==> src/sv/fxc_pkg.sv <==
`default_nettype none
package fxc_pkg;

   localparam int MAX_MSG_BYTES = 100;
   localparam int FLAG_RUN      = 5;

   localparam int HDR_BYTES = 5;
   localparam int FTR_BYTES = 5;
   localparam int MIN_FRAME = HDR_BYTES + FTR_BYTES;

   localparam logic [7:0] FLAG_BYTE = 8'hFF;

   localparam int BYTE_W = 8;
   localparam int IDX_W  = 7;
   localparam int POS_W  = $clog2(MAX_MSG_BYTES);
   localparam int RUN_W  = $clog2(FLAG_RUN + 1);
   localparam int SUM_W  = 32;

   localparam int REQ_DATA_W = 24;
   localparam int RSP_DATA_W = 32;

   typedef enum logic {
      REQ_BYTE  = 1'b0,
      REQ_TABLE = 1'b1
   } req_kind_type;

   typedef enum logic [1:0] {
      STATUS_OK   = 2'd0,
      STATUS_CSUM = 2'd1,
      STATUS_LEN  = 2'd2
   } status_type;

   typedef enum logic {
      PH_HUNT  = 1'b0,
      PH_FRAME = 1'b1
   } phase_type;

   typedef struct packed {
      logic              rd_en;
      logic [BYTE_W-1:0] rd_addr;
      logic              wr_en;
      logic [BYTE_W-1:0] wr_addr;
      logic [BYTE_W-1:0] wr_data;
   } tbl_req_type;

   typedef struct packed {
      logic [BYTE_W-1:0] out_byte;
      logic [BYTE_W-1:0] out_msg_id;
      logic [IDX_W-1:0]  out_index;
      logic              out_last;
      status_type        out_status;
   } rsp_item_type;

endpackage
`default_nettype wire

==> src/sv/fxc_deframer.sv <==
`default_nettype none
module fxc_deframer (
   input  wire logic                          clock,
   input  wire logic                          reset,
   input  wire logic                          in_valid,
   output logic                               in_ready,
   input  wire fxc_pkg::req_kind_type         in_kind,
   input  wire logic [fxc_pkg::BYTE_W-1:0]    in_byte,
   input  wire logic [fxc_pkg::BYTE_W-1:0]    in_tbl_id,
   input  wire logic [fxc_pkg::BYTE_W-1:0]    in_tbl_size,
   output fxc_pkg::tbl_req_type               tbl_req,
   input  wire logic [fxc_pkg::BYTE_W-1:0]    frame_size,
   output logic                               out_valid,
   input  wire logic                          out_ready,
   output fxc_pkg::rsp_item_type              out_item
);
   import fxc_pkg::*;

   phase_type         phase_ff, phase_in;
   logic [RUN_W-1:0]  run_ff, run_in;
   logic [POS_W-1:0]  pos_ff, pos_in;
   logic [BYTE_W-1:0] id_ff, id_in;
   logic [SUM_W-1:0]  xor_ff, xor_in;
   logic [SUM_W-1:0]  ftr_ff, ftr_in;
   logic              out_valid_ff, out_valid_in;
   rsp_item_type      item_ff;
   rsp_item_type      item_in;

   logic              accept;
   logic              serial;
   logic              first;
   logic              produce;
   logic              last;
   logic              bad_len;
   logic [RUN_W-1:0]  run_inc;
   logic [BYTE_W-1:0] p8;
   logic [BYTE_W-1:0] data_end;
   logic [BYTE_W-1:0] ftr_k;
   logic [SUM_W-1:0]  xor_base;
   logic [SUM_W-1:0]  ftr_base;
   status_type        status;

   assign in_ready = !out_valid_ff || out_ready;
   assign accept   = in_valid && in_ready;
   assign serial   = (in_kind == REQ_BYTE);
   assign first    = (pos_ff == '0);
   assign produce  = accept && serial && (phase_ff == PH_FRAME);
   assign run_inc  = run_ff + RUN_W'(1);

   assign tbl_req.rd_en   = produce && first;
   assign tbl_req.rd_addr = in_byte;
   assign tbl_req.wr_en   = accept && !serial;
   assign tbl_req.wr_addr = in_tbl_id;
   assign tbl_req.wr_data = in_tbl_size;

   // frame_size is stale on header byte 0; nothing there depends on it
   always_comb begin
      p8       = BYTE_W'(pos_ff);
      data_end = (frame_size >= BYTE_W'(MIN_FRAME)) ? frame_size - BYTE_W'(FTR_BYTES)
                                                    : BYTE_W'(HDR_BYTES);
      ftr_k    = p8 - data_end;
      bad_len  = (frame_size < BYTE_W'(MIN_FRAME)) || (frame_size > BYTE_W'(MAX_MSG_BYTES));
      xor_base = first ? '0 : xor_ff;
      ftr_base = first ? '0 : ftr_ff;
      xor_in   = xor_ff;
      ftr_in   = ftr_ff;
      id_in    = id_ff;
      last     = 1'b0;
      status   = STATUS_OK;
      if (produce) begin
         id_in  = first ? in_byte : id_ff;
         xor_in = xor_base;
         ftr_in = ftr_base;
         if (p8 < data_end) begin
            xor_in = xor_base ^ (SUM_W'(in_byte) << {pos_ff[1:0], 3'b000});
         end
         if (p8 == BYTE_W'(HDR_BYTES - 1) && bad_len) begin
            last   = 1'b1;
            status = STATUS_LEN;
         end else if (p8 >= data_end) begin
            if (ftr_k < BYTE_W'(4)) begin
               ftr_in = ftr_base | (SUM_W'(in_byte) << {ftr_k[1:0], 3'b000});
            end else begin
               last   = 1'b1;
               status = (xor_ff == ftr_ff) ? STATUS_OK : STATUS_CSUM;
            end
         end
      end
      item_in.out_byte   = in_byte;
      item_in.out_msg_id = id_in;
      item_in.out_index  = IDX_W'(pos_ff);
      item_in.out_last   = last;
      item_in.out_status = status;
      out_valid_in = produce ? 1'b1 : (out_valid_ff && !out_ready);
   end

   always_comb begin
      phase_in = phase_ff;
      run_in   = run_ff;
      pos_in   = pos_ff;
      if (accept && serial) begin
         unique case (phase_ff)
            PH_HUNT: begin
               if (in_byte == FLAG_BYTE) begin
                  if (run_inc >= RUN_W'(FLAG_RUN)) begin
                     phase_in = PH_FRAME;
                     run_in   = '0;
                     pos_in   = '0;
                  end else begin
                     run_in = run_inc;
                  end
               end else begin
                  run_in = '0;
               end
            end
            PH_FRAME: begin
               if (last) begin
                  phase_in = PH_HUNT;
                  run_in   = '0;
                  pos_in   = '0;
               end else begin
                  pos_in = pos_ff + POS_W'(1);
               end
            end
            default: phase_in = PH_HUNT;
         endcase
      end
   end

   always_ff @(posedge clock) begin
      if (reset) begin
         phase_ff     <= PH_HUNT;
         run_ff       <= '0;
         pos_ff       <= '0;
         id_ff        <= '0;
         xor_ff       <= '0;
         ftr_ff       <= '0;
         out_valid_ff <= 1'b0;
      end else begin
         phase_ff     <= phase_in;
         run_ff       <= run_in;
         pos_ff       <= pos_in;
         id_ff        <= id_in;
         xor_ff       <= xor_in;
         ftr_ff       <= ftr_in;
         out_valid_ff <= out_valid_in;
      end
   end

   always_ff @(posedge clock) begin
      if (produce) begin
         item_ff <= item_in;
      end
   end

   assign out_valid = out_valid_ff;
   assign out_item  = item_ff;

`ifndef SYNTHESIS
   a_hunt_pos_zero: assert property (@(posedge clock) disable iff (reset)
      (phase_ff == PH_HUNT) |-> (pos_ff == '0))
      else $error("byte position not cleared while hunting");

   a_last_ends_frame: assert property (@(posedge clock) disable iff (reset)
      (produce && last) |=> (phase_ff == PH_HUNT && run_ff == '0))
      else $error("frame did not end after last item");

   a_pos_bound: assert property (@(posedge clock) disable iff (reset)
      (phase_ff == PH_FRAME) |-> (BYTE_W'(pos_ff) < BYTE_W'(MAX_MSG_BYTES)))
      else $error("byte position beyond maximum frame size");

   a_run_bound: assert property (@(posedge clock) disable iff (reset)
      run_ff < RUN_W'(FLAG_RUN))
      else $error("flag run counter out of range");

   a_out_loaded: assert property (@(posedge clock) disable iff (reset)
      produce |=> (out_valid_ff && item_ff.out_index == IDX_W'($past(pos_ff))))
      else $error("result register not loaded for frame item");
`endif

endmodule
`default_nettype wire

==> config.mk <==
export PLATFORM = sky130hd
export DESIGN_NAME = fxc_deframer
export DESIGN_NICKNAME = d
export VERILOG_FILES = /design/src/sv/fxc_pkg.sv /design/src/sv/fxc_deframer.sv
export SDC_FILE = /design/constraint.sdc
export NUM_CORES = 1
export LEC_CHECK = 0
export ABC_AREA = 1
export ABC_CLOCK_PERIOD_IN_PS = 3300
export BUFFER_PORTS_ARGS = -buffer_cell sky130_fd_sc_hd__buf_2
export CAP_MARGIN = 20
export CORE_MARGIN = 2
export CORE_UTILIZATION = 51
export DETAILED_ROUTE_END_ITERATION = 10
export PLACE_DENSITY = 0.76
export SLEW_MARGIN = 20
export SYNTH_ARGS = -nofsm -noshare
export SYNTH_HDL_FRONTEND = slang
export SYNTH_SLANG_ARGS = --single-unit
==> constraint.sdc <==
create_clock -name clock -period 3.3 [get_ports clock]
set_clock_uncertainty 0.05 [all_clocks]
set_input_delay 0.825 -clock clock [delete_from_list [all_inputs] [get_ports clock]]
set_output_delay 0.825 -clock clock [all_outputs]
set_load 0.02 [all_outputs]
Word-level counts from Yosys, hierarchy flattened
Index checks and enable logic that the tools add are counted.

Bits of input ports: 37. Logic and storage cells: 79. Output and inout bits: 54. Flip-flop bits (word level): 110.

Bitwise gates (word level): 5. Equality and inequality tests: 6. Multiplexer cells: 27. Reductions and logical operators: 15. Shifts and indexed selects: 2. Order comparisons: 7. Add/subtract/negate cells: 4.

Operators by type and width (count): $mux 32 (6); $shl 8x5->32 (2); $eq 32x32->1 (1); $or 32x32->32 (1); $xor 32x32->32 (1); $mux 8 (3); $mux 7 (3); $pmux 7 s2 (1); $mux 1 (9); $mux 3 (3); $eq 8x8->1 const B (1); $ge 7x8->1 (1); $ge 8x4->1 const B (1); $gt 8x7->1 const B (1); $lt 7x8->1 (1); $lt 8x3->1 const B (1); $lt 8x4->1 const B (1); $sub 7x8->8 (1); $sub 8x3->8 const B (1); $add 7x1->7 const B (1); $eq 7x3->1 const B (1); $logic_and 1x1->1 (7); $logic_not 7->1 (1); $pmux 3 s2 (1); other kinds (11) (16).

Depth between registers and ports, before layout
Gate-level depths: netlist of run 1.

Word-level depth: 10. Mapped depth: 23. Depth with buffers taken out: 23.

Least setup slack after synthesis of run 1
Ideal clock, no wire load.

Path type: input-to-reg. From: input port frame_size[0] in the netlist's numbering. To: register ftr_ff[7]. Path buffers: 1. Slack: 0.151 ns. Data arrival time: 3.028 ns. Cell stages on the path: 16. Required time: 3.180 ns. Library setup time: 0.070 ns. Cell sequence: inv_1 -> ha_1 -> nand3_1 -> nand2_1 -> nand2_1 -> ha_1 -> fa_1 -> nor2_2 -> nor2_1 -> xnor2_1 -> nor2_1 -> nand4_4 -> nor2_4 -> buf_6 -> nand4_1 -> a21oi_1.

Longest elaborated chain between the ends: 8. Elaborated cells between the ends (all ways): 15. Those cells by class: add/sub: 2; order compare: 5; shift: 1; mux: 4; bitwise: 1; reduce/logical: 2.

RTL lines: start, declared (line fxc_deframer.sv:12) `input wire logic [fxc_pkg::BYTE_W-1:0] frame_size,`; $sub 8x3->8 or $ge 8x4->1 (tied branches) (line fxc_deframer.sv:59) `data_end = (frame_size >= BYTE_W'(MIN_FRAME)) ? frame_size - BYTE_W'(FTR_BYTES)`; $mux 8 (line fxc_deframer.sv:59); $sub 7x8->8 (line fxc_deframer.sv:61) `ftr_k = p8 - data_end;`; $shl 8x5->32 (line fxc_deframer.sv:82) `ftr_in = ftr_base | (SUM_W'(in_byte) << {ftr_k[1:0], 3'b000});`; $or 32x32->32 (line fxc_deframer.sv:82); $mux 32 (line fxc_deframer.sv:81) `if (ftr_k < BYTE_W'(4)) begin`; $mux 32 (line fxc_deframer.sv:80) `end else if (p8 >= data_end) begin`; $mux 32 * (line fxc_deframer.sv:77) `if (p8 == BYTE_W'(HDR_BYTES - 1) && bad_len) begin`; end signal, assigned (line fxc_deframer.sv:145) `ftr_ff <= ftr_in;`; end, declared (line fxc_deframer.sv:24) `logic [SUM_W-1:0] ftr_ff, ftr_in;`.

Every way passes the cells marked *; elsewhere a longest branch is shown, timed or not. A chain may end at the register's enable or synchronous reset.

Final worst setup path of run 1
From: input port frame_size[0] in the netlist's numbering. To: register xor_ff[13].

Longest elaborated chain between the ends: 4. Elaborated cells between the ends (all ways): 5. Those cells by class: add/sub: 1; order compare: 2; mux: 2.

RTL lines: $sub 8x3->8 or $ge 8x4->1 (tied branches) (line fxc_deframer.sv:59); $mux 8 * (line fxc_deframer.sv:59); $lt 7x8->1 * (line fxc_deframer.sv:74) `if (p8 < data_end) begin`; $mux 32 * (line fxc_deframer.sv:74); end signal, assigned (line fxc_deframer.sv:144) `xor_ff <= xor_in;`; end, declared (line fxc_deframer.sv:23) `logic [SUM_W-1:0] xor_ff, xor_in;`.

Marked as above.

==> results of run 1 <==
[area by class of cell]
| cell class | instances | share of cell area, % |
|---|---|---|
| Multi-Input combinational cell | 507 | 42.8 |
| Sequential cell | 110 | 36.4 |
| Timing Repair Buffer | 102 | 9.92 |
| Clock buffer | 10 | 3.70 |
| Inverter | 64 | 3.55 |
| Tap cell | 140 | 2.59 |
| Clock inverter | 6 | 1.04 |
[cell families after synthesis]
logic type / count (synthesis)
compound gates: 102
xor+xnor: 39
fa+ha+maj: 15
buf+inv: 113
flops: 110
simple gates: 351
[what timing repair did]
action                                  4_1_cts  5_1_grt
gates resized for setup                       0       27
buffers inserted                              0        2
endpoints found under the setup margin        0       60
[through the flow]
step	hold slack, ns	TNS, ns	cell area [um^2]	total power [W]
global placement	0.409	-2.43	6290	0.00166
CTS	0.427	0	6620	0.00278
detailed placement	0.415	-10.69	6290	0.00167
finish	0.426	0	6760	0.00279
global route	0.454	-0.215	6760	0.00289
floorplan	0.403	0	5760	0.00160
[worst paths after layout]
path	to	slack, ns	startpoint	cells past startpoint
setup / recovery	xor_ff[13]	0.12	frame_size[0]	19
hold / removal	id_ff[4]	0.43	id_ff[4]	2
setup reg to reg	pos_ff[4]	0.76	pos_ff[0]	16
hold reg to reg	id_ff[4]	0.43	id_ff[4]	2
[cell usage after synthesis (all sizes together) (20+ instances only)]
| cell | n | area share, % |
|---|---|---|
| nor3 | 42 | 3.6 |
| nand4 | 26 | 3.1 |
| edfxtp | 26 | 14 |
| dfxtp | 84 | 29 |
| nand3 | 20 | 1.7 |
| buf | 38 | 4.5 |
| inv | 63 | 4.1 |
| nand2 | 178 | 12 |
| a21oi | 56 | 5.1 |
| xor2 | 32 | 4.9 |
| nor2 | 69 | 5.4 |
[worst min-delay path, stage by stage (launching register included)]
cell     delay, ns
dfxtp_1       0.30
nand2_1       0.07
a21oi_1       0.06
[sequential cells by signal, indices dropped and copies added (netlist names)]
register / count
ftr_ff: 32
xor_ff: 32
out_item: 26
id_ff: 8
pos_ff: 7
run_ff: 3
out_valid: 1
phase_ff: 1
[report_power, final]
group | leakage [nW] | internal [W] | switching (W)
clock | 0.156 | 0.000584 | 0.000549
combinational | 1.79 | 0.0000977 | 0.000172
sequential | 0.915 | 0.00139 | 0.00000598
[per-layer routing]
layer  vias to the layer above  track usage, %
met4                         0            10.9
met2                       205            41.8
li1                       2523               -
met1                      2389            30.7
met5                         -               0
met3                        39            3.00
==> flow_metrics.py, run 1 <==
metrics = {
    "synthesis": {
        "synth_simple_gate_area_share_pct": 27.8,
        "ys_warn_count": 0,
        "muxShareOfSynthArea_pct": 0,
        "syn_inst": 730,
        "ys_seq_area_share_pct": 42.8,
        "ys.flop_type": "dfxtp_1",
        "synth_edf_count": 26,
        "synth_area_um2": 5760,
        "synth_fp_nets": 782,
        "synth.ff_latch_count": 110,
        "ys_async_sr_fraction_pct": 0,
        "synth_adder_area_share_pct": 3.39,
        "synth_xor_area_share_pct": 5.93,
        "synth_top_family_by_area": "simple AND/OR/NAND/NOR gates",
        "synth_compound_area_share_pct": 10.7,
        "synth_cell_types": 41,
        "avgSynthCellArea_um2": 7.89,
    },
    "route": {
        "dr_wl_met3_um": 998,
        "wl_per_cell_um": 15.3,
        "drt-pass1-iter-count": 6,
        "route.met2.wl_um": 6950,
        "met1Wirelength_um": 6000,
        "vias": 5156,
        "drc_errors": 0,
        "drt_iter0_drc": 406,
        "ant_nets": 0,
        "wirelength_um": 14300,
        "top_layer_used": "met4",
        "avgViaCountPerCell": 5.49,
    },
    "clock_network": {
        "clk_path_buf_depth": 2,
        "root_buffer": "clkbuf_16",
        "clkSlewWorstSetupHoldPaths_ns": 0.08,
        "htree_levels": 3,
        "ctsHoldBuffers": 0,
        "cts_tree": "yes",
        "clk-insertion-delay-late_ns": 0.36,
        "cts_sinks": 110,
        "cts_buffers": 9,
    },
    "floorplan": {
        "fp.dieH_um": 110,
        "die_w_um": 110,
        "ios": 91,
        "core-area_um2": 10900,
        "initial_core_util_pct": 52.7,
        "dieArea_um2": 12200,
        "rows": 38,
    },
    "layout": {
        "syn_to_final_growth_pct": 17.4,
        "final_util_pct": 61.8,
        "drive_gt1_share_pct": 22.0,
        "final_nets": 846,
        "fillCellCount": 923,
        "regArea_um2": 2460,
        "final_common_cell": "nand2_1",
        "multi_input_area_um2": 2890,
        "antenna_cells": 0,
        "layout_common_cells": "nand2_1, dfxtp_1, buf_2",
        "final_cells": 939,
    },
    "timing": {
        "setup_viol": 0,
        "slew_headroom_pct": 55.2,
        "period_needed_ns": 3.18,
        "slew_violations": 0,
        "setup_slack_ns": 0.120,
        "rsz0062_at_grt": "true",
        "period_share_pct": 96.4,
        "worstMarginPinSlew_ns": 0.673,
        "fmax_ghz": 0.314,
        "hold_violations": 0,
    },
    "min_path": {
        "min_path_type": "reg2reg",
    },
    "place": {
        "io_buffers": 58,
        "place.gp.congestion": 0.880,
        "dp_hpwl_um": 9860,
        "dp_cells": 921,
        "place_ws_ns": -0.289,
    },
    "global_route": {
        "antenna_found_initial": 0,
        "grt_pass1_wl_um": 23200,
        "grt.total_usage_pct": 24.4,
        "grt_overflow_total": 0,
        "grt_pass1_vias": 4989,
        "grt_max_degree": 74,
    },
    "setup_path": {
        "worstPathArrival_ns": 3.37,
        "path_class": "in2reg",
        "critPathLaunchType": "input port",
        "cpLargestDelayFamily": "simple AND/OR/NAND/NOR gates",
        "cp.required_ns": 3.49,
        "slowest_stage": "ha_4",
        "worst-path-buf-inv": 4,
        "path_cells": "buf_2 > inv_1 > ha_1 > nand3_1 > nand2_1 > buf_4 > nand3_1 > ha_4 > nand2_1 > nand2_1 > o21ai_1 > nand2_1 > nand2_2 > nand2_1 > nand2_1 > nand2_2 > buf_4 > o31ai_1 > a21oi_1",
        "crit_fanout": 13,
        "slowest_delay_ns": 0.26,
        "cpMostUsedCell": "nand2_1",
        "crit_path_end_kind": "flop",
    },
    "pwr": {
        "vdd_drop_max_mv": 0.243,
        "cellPowerDensity_nw_per_um2": 413,
        "p_leak_nw": 2.87,
    },
    "status": {
        "status": "complete, no violations",
    },
    "job": {
        "drv_cap": 0,
    },
}
Note: power is estimated with default switching activity, not from simulation.
==> run 2, diff against run 1 <==
--- a/config.mk
+++ b/config.mk
@@ -7,11 +7,11 @@
 export LEC_CHECK = 0
 export ABC_AREA = 1
 export ABC_CLOCK_PERIOD_IN_PS = 3300
-export BUFFER_PORTS_ARGS = -buffer_cell sky130_fd_sc_hd__buf_2
 export CAP_MARGIN = 20
 export CORE_MARGIN = 2
-export CORE_UTILIZATION = 51
+export CORE_UTILIZATION = 58
 export DETAILED_ROUTE_END_ITERATION = 10
+export DONT_BUFFER_PORTS = 1
 export PLACE_DENSITY = 0.76
 export SLEW_MARGIN = 20
 export SYNTH_ARGS = -nofsm -noshare
==> constraint.sdc (replaced) <==
create_clock -name clock -period 3.3 [get_ports clock]
set_clock_uncertainty 0.05 [all_clocks]
set_input_delay 0.66 -clock clock [delete_from_list [all_inputs] [get_ports clock]]
set_output_delay 0.66 -clock clock [all_outputs]
set_load 0.02 [all_outputs]
==> run 2 against run 1 <==
- via count is 8.7% lower
- flip-flop and latch count stayed put
- count of clock-buffer cells in the layout down 1
- highest routed layer unchanged
==> flow_metrics.py, run 2 (synthesis results as in run 1) <==
metrics = {
    "layout": {
        "final_common_cell": "nand2_1",
        "final_util_pct": 61.5,
        "antenna_cells": 0,
        "syn_to_final_growth_pct": 3.48,
        "regArea_um2": 2460,
        "multi_input_area_um2": 2760,
        "fillCellCount": 849,
        "stdcell_area_um2": 5960,
        "final_nets": 758,
        "layout_common_cells": "nand2_1, dfxtp_1, inv_1",
        "drive_gt1_share_pct": 9.14,
    },
    "route": {
        "wirelength_um": 13000,
        "drt_iter0_drc": 354,
        "avgViaCountPerCell": 5.58,
        "vias": 4708,
        "ant_nets": 0,
        "drt-pass1-iter-count": 5,
        "drc_errors": 0,
        "wl_per_cell_um": 15.5,
    },
    "setup_path": {
        "path_class": "reg2reg",
        "cp.required_ns": 3.56,
        "crit_fanout": 7,
        "crit_path_end_kind": "flop",
        "worstPathArrival_ns": 3.21,
        "r2r_setup_slack_ns": 0.35,
        "critPathLaunchType": "flop",
    },
    "clock_network": {
        "htree_levels": 3,
        "root_buffer": "clkbuf_8",
        "cts-resized-gates": 0,
        "post_cts_buffers": 0,
        "cts_sinks": 110,
        "clkSlewWorstSetupHoldPaths_ns": 0.11,
        "ctsHoldBuffers": 0,
        "cts_buffers": 9,
        "cts_tree": "yes",
        "clk_path_buf_depth": 2,
        "clk-insertion-delay-late_ns": 0.38,
    },
    "place": {
        "io_buffers": 0,
        "place.gp.congestion": 0.867,
        "dp_hpwl_um": 9190,
        "placed_area_um2": 5770,
    },
    "floorplan": {
        "initial_core_util_pct": 59.5,
        "core-area_um2": 9680,
        "fp.dieH_um": 104,
        "dieArea_um2": 10700,
        "die_w_um": 104,
        "rows": 36,
        "ios": 91,
    },
    "timing": {
        "fmax_ghz": 0.339,
        "rsz0062_at_grt": "false",
        "setup_viol": 0,
        "slew_violations": 0,
        "slew_headroom_pct": 64.5,
        "worstMarginPinSlew_ns": 0.532,
        "period_needed_ns": 2.95,
        "hold_violations": 0,
        "period_share_pct": 89.3,
    },
    "pwr": {
        "vdd_drop_max_mv": 0.203,
        "cellPowerDensity_nw_per_um2": 389,
        "p_leak_nw": 2.41,
    },
    "global_route": {
        "antenna_found_initial": 0,
        "grt.total_usage_pct": 25.0,
        "grt_overflow_total": 0,
        "grt_max_degree": 66,
        "grt_pass1_vias": 4467,
        "grt_pass1_wl_um": 22000,
    },
    "status": {
        "status": "complete, no violations",
    },
    "min_path": {
        "min_path_type": "in2reg",
    },
    "job": {
        "drv_cap": 0,
    },
}
-- run 2: worst paths after layout --
kind                   from  cells after the start          to
setup / recovery  pos_ff[0]                     15   pos_ff[0]
hold / removal        reset                      1  ftr_ff[24]
setup reg to reg  pos_ff[0]                     15   pos_ff[0]
hold reg to reg    id_ff[0]                      2    id_ff[0]
-- run 2: critical path, stage by stage, from the launching register on --
cell     delay (ns)
dfxtp_1        0.52
inv_1          0.25
ha_1           0.28
fa_1           0.42
nor2_2         0.15
nor2_1         0.06
xnor2_1        0.12
nor2_1         0.19
nand4_4        0.15
nand2_1        0.14
nand2_1        0.08
nand2_1        0.11
nand2_1        0.06
nand2_1        0.07
nand2_2        0.09
nor2_1         0.13
-- run 2: cell type report --
class	count	area share, %
tap	133	2.79
sequential	110	41.3
inverter	64	4.03
clock inverter	7	1.01
timing repair buffer	14	2.39
clock buffer	9	2.08
multi-input combinational	507	46.4
-- run 2: routing by layer --
metal	track usage, %	vias up	part of all wire [%]
met5	0	-	0
met4	5.50	0	0.87
met3	4.85	15	5.5
met2	41.9	148	48
met1	33.9	2200	45
li1	-	2345	-
-- run 2: power by group --
part	leakage, nW	switching, W	internal, W	total (W)
registers	0.915	0.0000124	0.00139	0.00140
clock network	0.0889	0.000483	0.000284	0.000767
logic	1.41	0.000102	0.0000515	0.000154
total	2.41	0.000598	0.00172	0.00232
-- run 2: through the flow --
stage	instances	TNS [ns]	setup WS, ns	power (W)	hold WS, ns
detailed placement	828	-0.0481	-0.0104	0.00158	0.408
global route	844	0	0.0128	0.00241	0.278
finish	844	0	0.352	0.00232	0.294
CTS	844	0	0.378	0.00233	0.272
global placement	828	0	0.0791	0.00158	0.403
floorplan	730	0	0.316	0.00160	0.403
